### src/design/pdve_pkg.sv
// ----------------------------------------------------------------------------
// pdve_pkg
// Shared types and constants of the position-derived velocity estimator.
// ----------------------------------------------------------------------------
package pdve_pkg;

    localparam int POS_W   = 16;
    localparam int TIME_W  = 32;
    localparam int VEL_W   = 16;
    localparam int FILT_W  = 24;
    localparam int IDX_W   = 3;
    localparam int CDATA_W = 17;

    localparam int WIN_W   = 10;
    localparam int TMO_W   = 14;
    localparam int ALPHA_W = 17;
    localparam int DB_W    = 10;
    localparam int REJ_W   = 15;

    // Dividend is |dpos| * 256000, which needs 34 bits.
    localparam int DIV_N_W = 34;
    localparam int DIV_STEPS = DIV_N_W;
    localparam int DIV_CNT_W = $clog2(DIV_STEPS);

    localparam logic [IDX_W-1:0] REG_WINDOW   = 3'd0;
    localparam logic [IDX_W-1:0] REG_TIMEOUT  = 3'd1;
    localparam logic [IDX_W-1:0] REG_ALPHA    = 3'd2;
    localparam logic [IDX_W-1:0] REG_DEADBAND = 3'd3;
    localparam logic [IDX_W-1:0] REG_REJECT   = 3'd4;

    localparam logic [WIN_W-1:0]   WINDOW_RST   = 10'd200;
    localparam logic [TMO_W-1:0]   TIMEOUT_RST  = 14'd300;
    localparam logic [ALPHA_W-1:0] ALPHA_RST    = 17'd39322;
    localparam logic [ALPHA_W-1:0] ALPHA_ONE    = 17'd65536;
    localparam logic [DB_W-1:0]    DEADBAND_RST = 10'd3;
    localparam logic [REJ_W-1:0]   REJECT_RST   = 15'd150;

    typedef struct packed {
        logic               done;
        logic [DIV_N_W-1:0] quot;
        logic               rem_nz;
    } t_div_res;

endpackage

### src/design/pdve_if.sv
// ----------------------------------------------------------------------------
// pdve channel interfaces
// Sample input, velocity output and configuration write channels.
// ----------------------------------------------------------------------------
interface pdve_in_if;
    import pdve_pkg::*;
    logic                     valid;
    logic                     ready;
    logic signed [POS_W-1:0]  pos_x_cm;
    logic signed [POS_W-1:0]  pos_y_cm;
    logic        [TIME_W-1:0] time_ms;
    modport source (output valid, pos_x_cm, pos_y_cm, time_ms, input ready);
    modport sink   (input valid, pos_x_cm, pos_y_cm, time_ms, output ready);
endinterface

interface pdve_out_if;
    import pdve_pkg::*;
    logic                    valid;
    logic                    ready;
    logic signed [VEL_W-1:0] vel_x_cmps;
    logic signed [VEL_W-1:0] vel_y_cmps;
    modport source (output valid, vel_x_cmps, vel_y_cmps, input ready);
    modport sink   (input valid, vel_x_cmps, vel_y_cmps, output ready);
endinterface

interface pdve_cfg_if;
    import pdve_pkg::*;
    logic               valid;
    logic               ready;
    logic [IDX_W-1:0]   index;
    logic [CDATA_W-1:0] data;
    modport source (output valid, index, data, input ready);
    modport sink   (input valid, index, data, output ready);
endinterface

### src/design/pdve_div.sv
// ----------------------------------------------------------------------------
// pdve_div
// Bit-serial restoring divider, one quotient bit per cycle.
// ----------------------------------------------------------------------------
module pdve_div (
    input  logic                      i_clk,
    input  logic                      i_rst_n,
    input  logic                      i_start,
    input  logic [pdve_pkg::DIV_N_W-1:0] i_dividend,
    input  logic [pdve_pkg::TIME_W-1:0]  i_divisor,
    output pdve_pkg::t_div_res        o_res
);
    import pdve_pkg::*;

    logic                 r_busy;
    logic                 r_done;
    logic [DIV_CNT_W-1:0] r_cnt;
    logic [DIV_N_W-1:0]   r_quot;
    logic [TIME_W-1:0]    r_rem;
    logic [TIME_W-1:0]    r_div;
    logic [TIME_W:0]      w_rem_sh;
    logic [TIME_W:0]      w_sub;
    logic                 w_ge;

    assign w_rem_sh = {r_rem, r_quot[DIV_N_W-1]};
    assign w_sub    = w_rem_sh - {1'b0, r_div};
    assign w_ge     = w_rem_sh >= {1'b0, r_div};

    always_ff @(posedge i_clk) begin
        if (!i_rst_n) begin
            r_busy <= 1'b0;
            r_done <= 1'b0;
            r_cnt  <= '0;
        end else begin
            r_done <= 1'b0;
            if (i_start) begin
                r_busy <= 1'b1;
                r_cnt  <= DIV_CNT_W'(DIV_STEPS - 1);
            end else if (r_busy) begin
                r_cnt <= r_cnt - 1'b1;
                if (r_cnt == '0) begin
                    r_busy <= 1'b0;
                    r_done <= 1'b1;
                end
            end
        end
    end

    always_ff @(posedge i_clk) begin
        if (i_start) begin
            r_quot <= i_dividend;
            r_rem  <= '0;
            r_div  <= i_divisor;
        end else if (r_busy) begin
            r_quot <= {r_quot[DIV_N_W-2:0], w_ge};
            r_rem  <= w_ge ? w_sub[TIME_W-1:0] : w_rem_sh[TIME_W-1:0];
        end
    end

    assign o_res.done   = r_done;
    assign o_res.quot   = r_quot;
    assign o_res.rem_nz = r_rem != '0;

endmodule

### src/design/position_derived_velocity_estimator.sv
// ----------------------------------------------------------------------------
// position_derived_velocity_estimator
// Filtered X/Y velocity from timestamped X/Y position samples.
//
//   Port    Dir   Beat contents
//   i_in    in    pos_x_cm, pos_y_cm, time_ms
//   o_out   out   vel_x_cmps, vel_y_cmps
//   i_cfg   in    index, data (register write)
//
// A sample that anchors, is the second sample, or falls inside the window
// goes from S_CHECK straight to S_OUT. A differentiated sample waits in S_DIV
// for the 34-step bit-serial divider, then S_REJ, and S_MUL/S_UPD if kept.
// Reset is synchronous; there is no clearing pass. A waiting output beat does
// not block the next input beat, which stalls only at its own result.
// ----------------------------------------------------------------------------
module position_derived_velocity_estimator (
    input  logic       i_clk,
    input  logic       i_rst_n,
    pdve_in_if.sink    i_in,
    pdve_out_if.source o_out,
    pdve_cfg_if.sink   i_cfg
);
    import pdve_pkg::*;

    localparam logic [2:0] S_IDLE  = 3'd0;
    localparam logic [2:0] S_CHECK = 3'd1;
    localparam logic [2:0] S_DIV   = 3'd2;
    localparam logic [2:0] S_REJ   = 3'd3;
    localparam logic [2:0] S_MUL   = 3'd4;
    localparam logic [2:0] S_UPD   = 3'd5;
    localparam logic [2:0] S_OUT   = 3'd6;

    function automatic logic [VEL_W-1:0] publish(input logic signed [FILT_W-1:0] f,
                                                 input logic [DB_W-1:0] db);
        logic [FILT_W-1:0] mag;
        logic [FILT_W:0]   rnd;
        logic [VEL_W-1:0]  r;
        mag = f[FILT_W-1] ? FILT_W'(-f) : FILT_W'(f);
        rnd = {1'b0, mag} + (FILT_W+1)'(128);
        r   = rnd[VEL_W+7:8];
        if (mag < {6'b0, db, 8'b0}) begin
            publish = '0;
        end else begin
            publish = f[FILT_W-1] ? VEL_W'(-r) : r;
        end
    endfunction

    logic [2:0]               r_state;
    logic                     r_started;
    logic                     r_have_two;
    logic signed [POS_W-1:0]  r_old_x;
    logic signed [POS_W-1:0]  r_old_y;
    logic [TIME_W-1:0]        r_old_time;
    logic signed [POS_W-1:0]  r_new_x;
    logic signed [POS_W-1:0]  r_new_y;
    logic [TIME_W-1:0]        r_new_time;
    logic signed [FILT_W-1:0] r_filt_x;
    logic signed [FILT_W-1:0] r_filt_y;

    logic [WIN_W-1:0]         r_window_ms;
    logic [TMO_W-1:0]         r_timeout_ms;
    logic [ALPHA_W-1:0]       r_alpha_q16;
    logic [DB_W-1:0]          r_deadband_cmps;
    logic [REJ_W-1:0]         r_reject_cmps;

    logic signed [POS_W-1:0]  r_in_x;
    logic signed [POS_W-1:0]  r_in_y;
    logic [TIME_W-1:0]        r_in_t;
    logic                     r_neg_x;
    logic                     r_neg_y;
    logic signed [FILT_W-1:0] r_rx;
    logic signed [FILT_W-1:0] r_ry;
    logic signed [42:0]       r_prod_x;
    logic signed [42:0]       r_prod_y;

    logic                     r_out_valid;
    logic [VEL_W-1:0]         r_out_x;
    logic [VEL_W-1:0]         r_out_y;

    logic [TIME_W-1:0]        w_latest;
    logic [TIME_W-1:0]        w_gap;
    logic [TIME_W-1:0]        w_elapsed;
    logic                     w_anchor;
    logic                     w_go;
    logic signed [POS_W:0]    w_dpos_x;
    logic signed [POS_W:0]    w_dpos_y;
    logic [POS_W:0]           w_mag_x;
    logic [POS_W:0]           w_mag_y;
    logic [22:0]              w_m125_x;
    logic [22:0]              w_m125_y;
    logic                     w_div_start;
    t_div_res                 w_res_x;
    t_div_res                 w_res_y;
    logic [DIV_N_W:0]         w_abs_x;
    logic [DIV_N_W:0]         w_abs_y;
    logic [DIV_N_W:0]         w_lim;
    logic                     w_keep;
    logic [ALPHA_W-1:0]       w_alpha;
    logic signed [FILT_W:0]   w_diff_x;
    logic signed [FILT_W:0]   w_diff_y;
    logic                     w_out_free;

    assign w_latest  = r_have_two ? r_new_time : r_old_time;
    assign w_gap     = r_in_t - w_latest;
    assign w_elapsed = r_in_t - r_old_time;
    assign w_anchor  = !r_started || (w_gap > {18'b0, r_timeout_ms});
    assign w_go      = (w_elapsed != '0) && (w_elapsed >= {22'b0, r_window_ms});

    assign w_dpos_x = {r_in_x[POS_W-1], r_in_x} - {r_old_x[POS_W-1], r_old_x};
    assign w_dpos_y = {r_in_y[POS_W-1], r_in_y} - {r_old_y[POS_W-1], r_old_y};
    assign w_mag_x  = w_dpos_x[POS_W] ? (POS_W+1)'(-w_dpos_x) : w_dpos_x;
    assign w_mag_y  = w_dpos_y[POS_W] ? (POS_W+1)'(-w_dpos_y) : w_dpos_y;
    assign w_m125_x = {7'b0, w_mag_x[POS_W-1:0]} * 23'd125;
    assign w_m125_y = {7'b0, w_mag_y[POS_W-1:0]} * 23'd125;

    assign w_div_start = (r_state == S_CHECK) && !w_anchor && r_have_two && w_go;

    pdve_div u_div_x (
        .i_clk      (i_clk),
        .i_rst_n    (i_rst_n),
        .i_start    (w_div_start),
        .i_dividend ({w_m125_x, 11'b0}),
        .i_divisor  (w_elapsed),
        .o_res      (w_res_x)
    );

    pdve_div u_div_y (
        .i_clk      (i_clk),
        .i_rst_n    (i_rst_n),
        .i_start    (w_div_start),
        .i_dividend ({w_m125_y, 11'b0}),
        .i_divisor  (w_elapsed),
        .o_res      (w_res_y)
    );

    // Floor division rounds a negative quotient with a remainder one further out.
    assign w_abs_x = {1'b0, w_res_x.quot} + (DIV_N_W+1)'(r_neg_x && w_res_x.rem_nz);
    assign w_abs_y = {1'b0, w_res_y.quot} + (DIV_N_W+1)'(r_neg_y && w_res_y.rem_nz);
    assign w_lim   = {12'b0, r_reject_cmps, 8'b0};
    assign w_keep  = (w_abs_x <= w_lim) && (w_abs_y <= w_lim);

    assign w_alpha  = (r_alpha_q16 > ALPHA_ONE) ? ALPHA_ONE : r_alpha_q16;
    assign w_diff_x = {r_rx[FILT_W-1], r_rx} - {r_filt_x[FILT_W-1], r_filt_x};
    assign w_diff_y = {r_ry[FILT_W-1], r_ry} - {r_filt_y[FILT_W-1], r_filt_y};

    assign w_out_free = !r_out_valid || o_out.ready;

    always_ff @(posedge i_clk) begin
        if (!i_rst_n) begin
            r_window_ms     <= WINDOW_RST;
            r_timeout_ms    <= TIMEOUT_RST;
            r_alpha_q16     <= ALPHA_RST;
            r_deadband_cmps <= DEADBAND_RST;
            r_reject_cmps   <= REJECT_RST;
        end else if (i_cfg.valid) begin
            case (i_cfg.index)
                REG_WINDOW:   r_window_ms     <= i_cfg.data[WIN_W-1:0];
                REG_TIMEOUT:  r_timeout_ms    <= i_cfg.data[TMO_W-1:0];
                REG_ALPHA:    r_alpha_q16     <= i_cfg.data[ALPHA_W-1:0];
                REG_DEADBAND: r_deadband_cmps <= i_cfg.data[DB_W-1:0];
                REG_REJECT:   r_reject_cmps   <= i_cfg.data[REJ_W-1:0];
                default: begin
                end
            endcase
        end
    end

    always_ff @(posedge i_clk) begin
        if (!i_rst_n) begin
            r_state     <= S_IDLE;
            r_started   <= 1'b0;
            r_have_two  <= 1'b0;
            r_old_x     <= '0;
            r_old_y     <= '0;
            r_old_time  <= '0;
            r_new_x     <= '0;
            r_new_y     <= '0;
            r_new_time  <= '0;
            r_filt_x    <= '0;
            r_filt_y    <= '0;
            r_out_valid <= 1'b0;
        end else begin
            if (r_out_valid && o_out.ready && r_state != S_OUT) begin
                r_out_valid <= 1'b0;
            end
            case (r_state)
                S_IDLE: begin
                    if (i_in.valid) begin
                        r_state <= S_CHECK;
                    end
                end
                S_CHECK: begin
                    r_neg_x <= w_dpos_x[POS_W];
                    r_neg_y <= w_dpos_y[POS_W];
                    if (w_anchor) begin
                        r_started  <= 1'b1;
                        r_have_two <= 1'b0;
                        r_old_x    <= r_in_x;
                        r_old_y    <= r_in_y;
                        r_old_time <= r_in_t;
                        r_new_x    <= r_in_x;
                        r_new_y    <= r_in_y;
                        r_new_time <= r_in_t;
                        r_filt_x   <= '0;
                        r_filt_y   <= '0;
                        r_state    <= S_OUT;
                    end else if (!r_have_two || !w_go) begin
                        r_have_two <= 1'b1;
                        r_new_x    <= r_in_x;
                        r_new_y    <= r_in_y;
                        r_new_time <= r_in_t;
                        r_state    <= S_OUT;
                    end else begin
                        r_state <= S_DIV;
                    end
                end
                S_DIV: begin
                    if (w_res_x.done) begin
                        r_state <= S_REJ;
                    end
                end
                S_REJ: begin
                    r_old_x    <= r_new_x;
                    r_old_y    <= r_new_y;
                    r_old_time <= r_new_time;
                    r_new_x    <= r_in_x;
                    r_new_y    <= r_in_y;
                    r_new_time <= r_in_t;
                    r_rx <= r_neg_x ? FILT_W'(-w_abs_x) : w_abs_x[FILT_W-1:0];
                    r_ry <= r_neg_y ? FILT_W'(-w_abs_y) : w_abs_y[FILT_W-1:0];
                    r_state <= w_keep ? S_MUL : S_OUT;
                end
                S_MUL: begin
                    r_prod_x <= w_diff_x * $signed({1'b0, w_alpha});
                    r_prod_y <= w_diff_y * $signed({1'b0, w_alpha});
                    r_state  <= S_UPD;
                end
                S_UPD: begin
                    r_filt_x <= r_filt_x + r_prod_x[FILT_W+15:16];
                    r_filt_y <= r_filt_y + r_prod_y[FILT_W+15:16];
                    r_state  <= S_OUT;
                end
                S_OUT: begin
                    if (w_out_free) begin
                        r_out_valid <= 1'b1;
                        r_state     <= S_IDLE;
                    end
                end
                default: begin
                    r_state <= S_IDLE;
                end
            endcase
        end
    end

    always_ff @(posedge i_clk) begin
        if (r_state == S_IDLE && i_in.valid) begin
            r_in_x <= i_in.pos_x_cm;
            r_in_y <= i_in.pos_y_cm;
            r_in_t <= i_in.time_ms;
        end
        if (r_state == S_OUT && w_out_free) begin
            r_out_x <= publish(r_filt_x, r_deadband_cmps);
            r_out_y <= publish(r_filt_y, r_deadband_cmps);
        end
    end

    assign i_in.ready       = r_state == S_IDLE;
    assign i_cfg.ready      = 1'b1;
    assign o_out.valid      = r_out_valid;
    assign o_out.vel_x_cmps = r_out_x;
    assign o_out.vel_y_cmps = r_out_y;

    a_one_at_a_time: assert property (@(posedge i_clk) disable iff (!i_rst_n)
        (i_in.valid && i_in.ready) |=> !i_in.ready)
        else $error("input accepted while a sample is still in work");

    a_two_needs_start: assert property (@(posedge i_clk) disable iff (!i_rst_n)
        r_have_two |-> r_started)
        else $error("second sample held without an anchor");

    a_beat_from_out: assert property (@(posedge i_clk) disable iff (!i_rst_n)
        $rose(o_out.valid) |-> $past(r_state) == S_OUT)
        else $error("output beat raised outside the output step");

    a_div_only_in_div: assert property (@(posedge i_clk) disable iff (!i_rst_n)
        w_res_x.done |-> (r_state == S_DIV && w_res_y.done))
        else $error("divider finished outside the divide step");

endmodule

### src/flat_wrapper.sv
// flat-port wrapper written by rule: the top's interface ports become plain ports
module position_derived_velocity_estimator_flat import pdve_pkg::*;
  (i_clk, i_rst_n, i_in_valid, i_in_pos_x_cm, i_in_pos_y_cm, i_in_time_ms, i_in_ready, o_out_valid, o_out_vel_x_cmps, o_out_vel_y_cmps, o_out_ready, i_cfg_valid, i_cfg_index, i_cfg_data, i_cfg_ready);
  pdve_in_if i_in_i ();
  pdve_out_if o_out_i ();
  pdve_cfg_if i_cfg_i ();
  input  logic i_clk;
  input  logic i_rst_n;
  input wire logic [$bits(i_in_i.valid)-1:0] i_in_valid;
  input wire logic [$bits(i_in_i.pos_x_cm)-1:0] i_in_pos_x_cm;
  input wire logic [$bits(i_in_i.pos_y_cm)-1:0] i_in_pos_y_cm;
  input wire logic [$bits(i_in_i.time_ms)-1:0] i_in_time_ms;
  output wire logic [$bits(i_in_i.ready)-1:0] i_in_ready;
  output wire logic [$bits(o_out_i.valid)-1:0] o_out_valid;
  output wire logic [$bits(o_out_i.vel_x_cmps)-1:0] o_out_vel_x_cmps;
  output wire logic [$bits(o_out_i.vel_y_cmps)-1:0] o_out_vel_y_cmps;
  input wire logic [$bits(o_out_i.ready)-1:0] o_out_ready;
  input wire logic [$bits(i_cfg_i.valid)-1:0] i_cfg_valid;
  input wire logic [$bits(i_cfg_i.index)-1:0] i_cfg_index;
  input wire logic [$bits(i_cfg_i.data)-1:0] i_cfg_data;
  output wire logic [$bits(i_cfg_i.ready)-1:0] i_cfg_ready;
  assign i_in_i.valid = i_in_valid;
  assign i_in_i.pos_x_cm = i_in_pos_x_cm;
  assign i_in_i.pos_y_cm = i_in_pos_y_cm;
  assign i_in_i.time_ms = i_in_time_ms;
  assign i_in_ready = i_in_i.ready;
  assign o_out_valid = o_out_i.valid;
  assign o_out_vel_x_cmps = o_out_i.vel_x_cmps;
  assign o_out_vel_y_cmps = o_out_i.vel_y_cmps;
  assign o_out_i.ready = o_out_ready;
  assign i_cfg_i.valid = i_cfg_valid;
  assign i_cfg_i.index = i_cfg_index;
  assign i_cfg_i.data = i_cfg_data;
  assign i_cfg_ready = i_cfg_i.ready;
  position_derived_velocity_estimator u_core (.i_clk(i_clk), .i_rst_n(i_rst_n), .i_in(i_in_i), .o_out(o_out_i), .i_cfg(i_cfg_i));
endmodule
### config.mk
export PLATFORM = sky130hd
export DESIGN_NAME = position_derived_velocity_estimator_flat
export DESIGN_NICKNAME = d
export VERILOG_FILES = /design/src/design/pdve_pkg.sv /design/src/design/pdve_if.sv /design/src/design/pdve_div.sv /design/src/design/position_derived_velocity_estimator.sv /design/src/flat_wrapper.sv
export SDC_FILE = /design/constraint.sdc
export NUM_CORES = 2
export LEC_CHECK = 0
export BUFFER_PORTS_ARGS = -buffer_cell sky130_fd_sc_hd__buf_4
export CORE_MARGIN = 1
export CORE_UTILIZATION = 50
export CTS_CLUSTER_SIZE = 12
export DETAILED_ROUTE_END_ITERATION = 7
export PLACE_DENSITY = 0.7
export SLEW_MARGIN = 20
export SYNTH_ARGS = -nofsm -noshare
export SYNTH_HDL_FRONTEND = slang
export SYNTH_HIERARCHICAL = 1
export SYNTH_SLANG_ARGS = --single-unit
### constraint.sdc
create_clock -name i_clk -period 9.35 [get_ports i_clk]
set_input_delay 0.935 -clock i_clk [delete_from_list [all_inputs] [get_ports i_clk]]
set_output_delay 0.935 -clock i_clk [all_outputs]
set_load 0.005 [all_outputs]
==> impl_metrics.tcl <==
set metrics [dict create \
    critPathMaxStageDelay_ns 0.58 \
    synth_area_mm2 0.07846 \
    cts_buffers 76 \
    crit_family "adder cells" \
    cts_tree "built" \
    grt_use_total_pct 30.03 \
    n_antenna_cell 0 \
    hpwl_um 191400 \
    die_width_um 398.1 \
    rows 145 \
    grt_overflow_total 0 \
    skew_ns 0.04673 \
    cp_max_fo 4 \
    clk_latency_ns 0.70 \
    grt_max_degree 82 \
    io_pins 124 \
    cp.arrival_ns 9.46 \
    slew_headroom_pct 27.90 \
    hp-class "input port to register" \
    antenna_found_initial 7 \
    ant_nets 0 \
    fin_nets 10740 \
    setup_viol 0 \
    route.detailed.drc 0 \
    port_buffers 122 \
    worst_slew_pin_slew_ns 1.074 \
    ys_warn_count 6 \
    grt_pass1_wl_um 369300 \
    drt-total-wl_um 238700 \
    cts_root_buf "clkbuf_16" \
    drt_iter0_markers 5490 \
    start_util_pct 50.29 \
    die_h_um 398.1 \
    num_vias 64700 \
    worstSetupPathType "register to register" \
    core-area_mm2 0.1560 \
    cts.clk_slew.worst_paths_ns 0.07 \
    grt_pass1_vias 64230 \
    via_per_inst 5.761 \
    hold_violations 0 \
    pre_cts_slack_ns -0.1052 \
    h-tree-depth 3 \
    place.gp.congestion 0.9763 \
    fmax_mhz 110.6 \
    fin_crit_sh_pct 96.69 \
    drt_first_pass_iters 8 \
    critPathBufInv 7 \
    slew_viol_final 0 \
    fin_ws_ns 0.3092 \
    clock_sinks 653 \
    status "completed" \
    slowest_stage "fa_1" \
    regArea_mm2 0.01634 \
    startpoint_type "register" \
    multiInputGateArea_mm2 0.05579 \
    worstPathRequired_ns 9.77 \
    avgRoutedWirePerCell_um 21.26 \
    cp-end-kind "register" \
    netlist_instances 8966 \
    area.growth.synth_to_final_pct 9.458 \
    drive_above_1_share_pct 8.221 \
    clockBufferDepth 3 \
    cap_violations 0 \
    synth_area_per_cell_um2 8.751 \
    min_period_ns 9.041 \
    tns_ns 0 \
    rsz0062_at_grt "true" \
    dieArea_mm2 0.1585 \
    cpMostUsedCell "fa_1" \
    fillers 14050 \
]
==> layout by cell type, fill, tap and decap left out, types with 56 or more instances in the layout <==
cell          n
buf_4       407
edfxtp_1    326
a21o_1      110
o211ai_1     56
xnor2_1     402
dfxtp_1     325
inv_1      1421
nor3_1      132
nand4_1      77
o21ai_0     195
nor4_1       62
clkbuf_16    80
or3_1        69
and2_1       67
nand2b_1     61
o21a_1       88
a21oi_1     325
a311oi_1    108
nor2_1      814
mux2i_1     110
nand2_1    1076
nand3_1     210
ha_1        628
o21ai_1      70
fa_1        908
mux2_2       73
xor2_1      147
==> worst paths after layout <==
kind	startpoint	to	slack [ns]	cells after the start
setup / recovery	u_core/r_filt_y[1]	u_core/r_prod_y[39]	0.31	38
hold reg to reg	u_core/r_deadband_cmps[6]	u_core/r_deadband_cmps[6]	0.45	2
setup reg to reg	u_core/r_filt_y[1]	u_core/r_prod_y[39]	0.31	38
hold / removal	i_in_time_ms[19]	u_core/r_in_t[19]	0.40	1
==> flip-flops by register name, summed over array words and instances, names as in the netlist, 17 cells and up <==
signal                 count
u_core/u_div_y/r_rem      32
u_core/r_rx               24
u_core/r_new_time         32
u_core/r_ry               24
u_core/r_alpha_q16        17
u_core/u_div_x/r_rem      32
u_core/u_div_y/r_quot     34
u_core/r_old_time         32
u_core/r_prod_x           24
u_core/r_in_t             32
u_core/u_div_x/r_div      32
u_core/u_div_y/r_div      32
u_core/u_div_x/r_quot     34
u_core/r_prod_y           24
u_core/r_filt_y           24
u_core/r_filt_x           24
==> through the flow <==
stage | instance area [µm²] | instances | hold WS [ns] | util (%)
after detailed placement | 82760 | 11070 | 0.4465 | 53.04
after CTS | 85440 | 11220 | 0.3689 | 54.76
after global routing | 85880 | 11230 | 0.3873 | 55.04
after global placement | 82760 | 11070 | 0.4414 | 53.04
final | 85880 | 11230 | 0.4040 | 55.04
after floorplan | 78540 | 8987 | 0.4363 | -
==> area by class of cell <==
| cell class | instances | share of cell area (%) |
|---|---|---|
| Inverter | 1428 | 6.244 |
| Sequential cell | 653 | 19.03 |
| Clock inverter | 36 | 0.5259 |
| Timing Repair Buffer | 415 | 3.706 |
| Multi-Input combinational cell | 6534 | 64.96 |
| Clock buffer | 106 | 2.538 |
| Tap cell | 2058 | 2.998 |
==> timing repair <==
item / in CTS / in global routing
hold buffers: 0 / 0
endpoints found under the setup margin: 3 / 21
gates resized for setup: 7 / 66
buffers inserted: 0 / 15
endpoints found under the hold margin: 0 / 0
pin swaps: 0 / 30
==> worst register-to-register path: cells and delay by family (launching register included) <==
kind / cells / cell delay, ns
buffers and inverters: 7 / 0.79
DFF: 1 / 0.32
AOI/OAI and AO/OA: 10 / 2.25
adders and majority gates: 8 / 3.58
xor gates and xnor gates: 4 / 0.63
and+or+nand+nor: 9 / 1.21
==> metal layers <==
metal,vias up,share of wire (%),global-route usage (%)
li1,29870,-,-
met2,2589,45,47.65
met1,31700,41,39.23
met3,535,7.7,5.138
met5,-,0.098,0.9685
met4,8,5.9,15.59
Power is not shown: default switching activity piles up to over one toggle a cycle in this logic, so the estimate is an artifact.
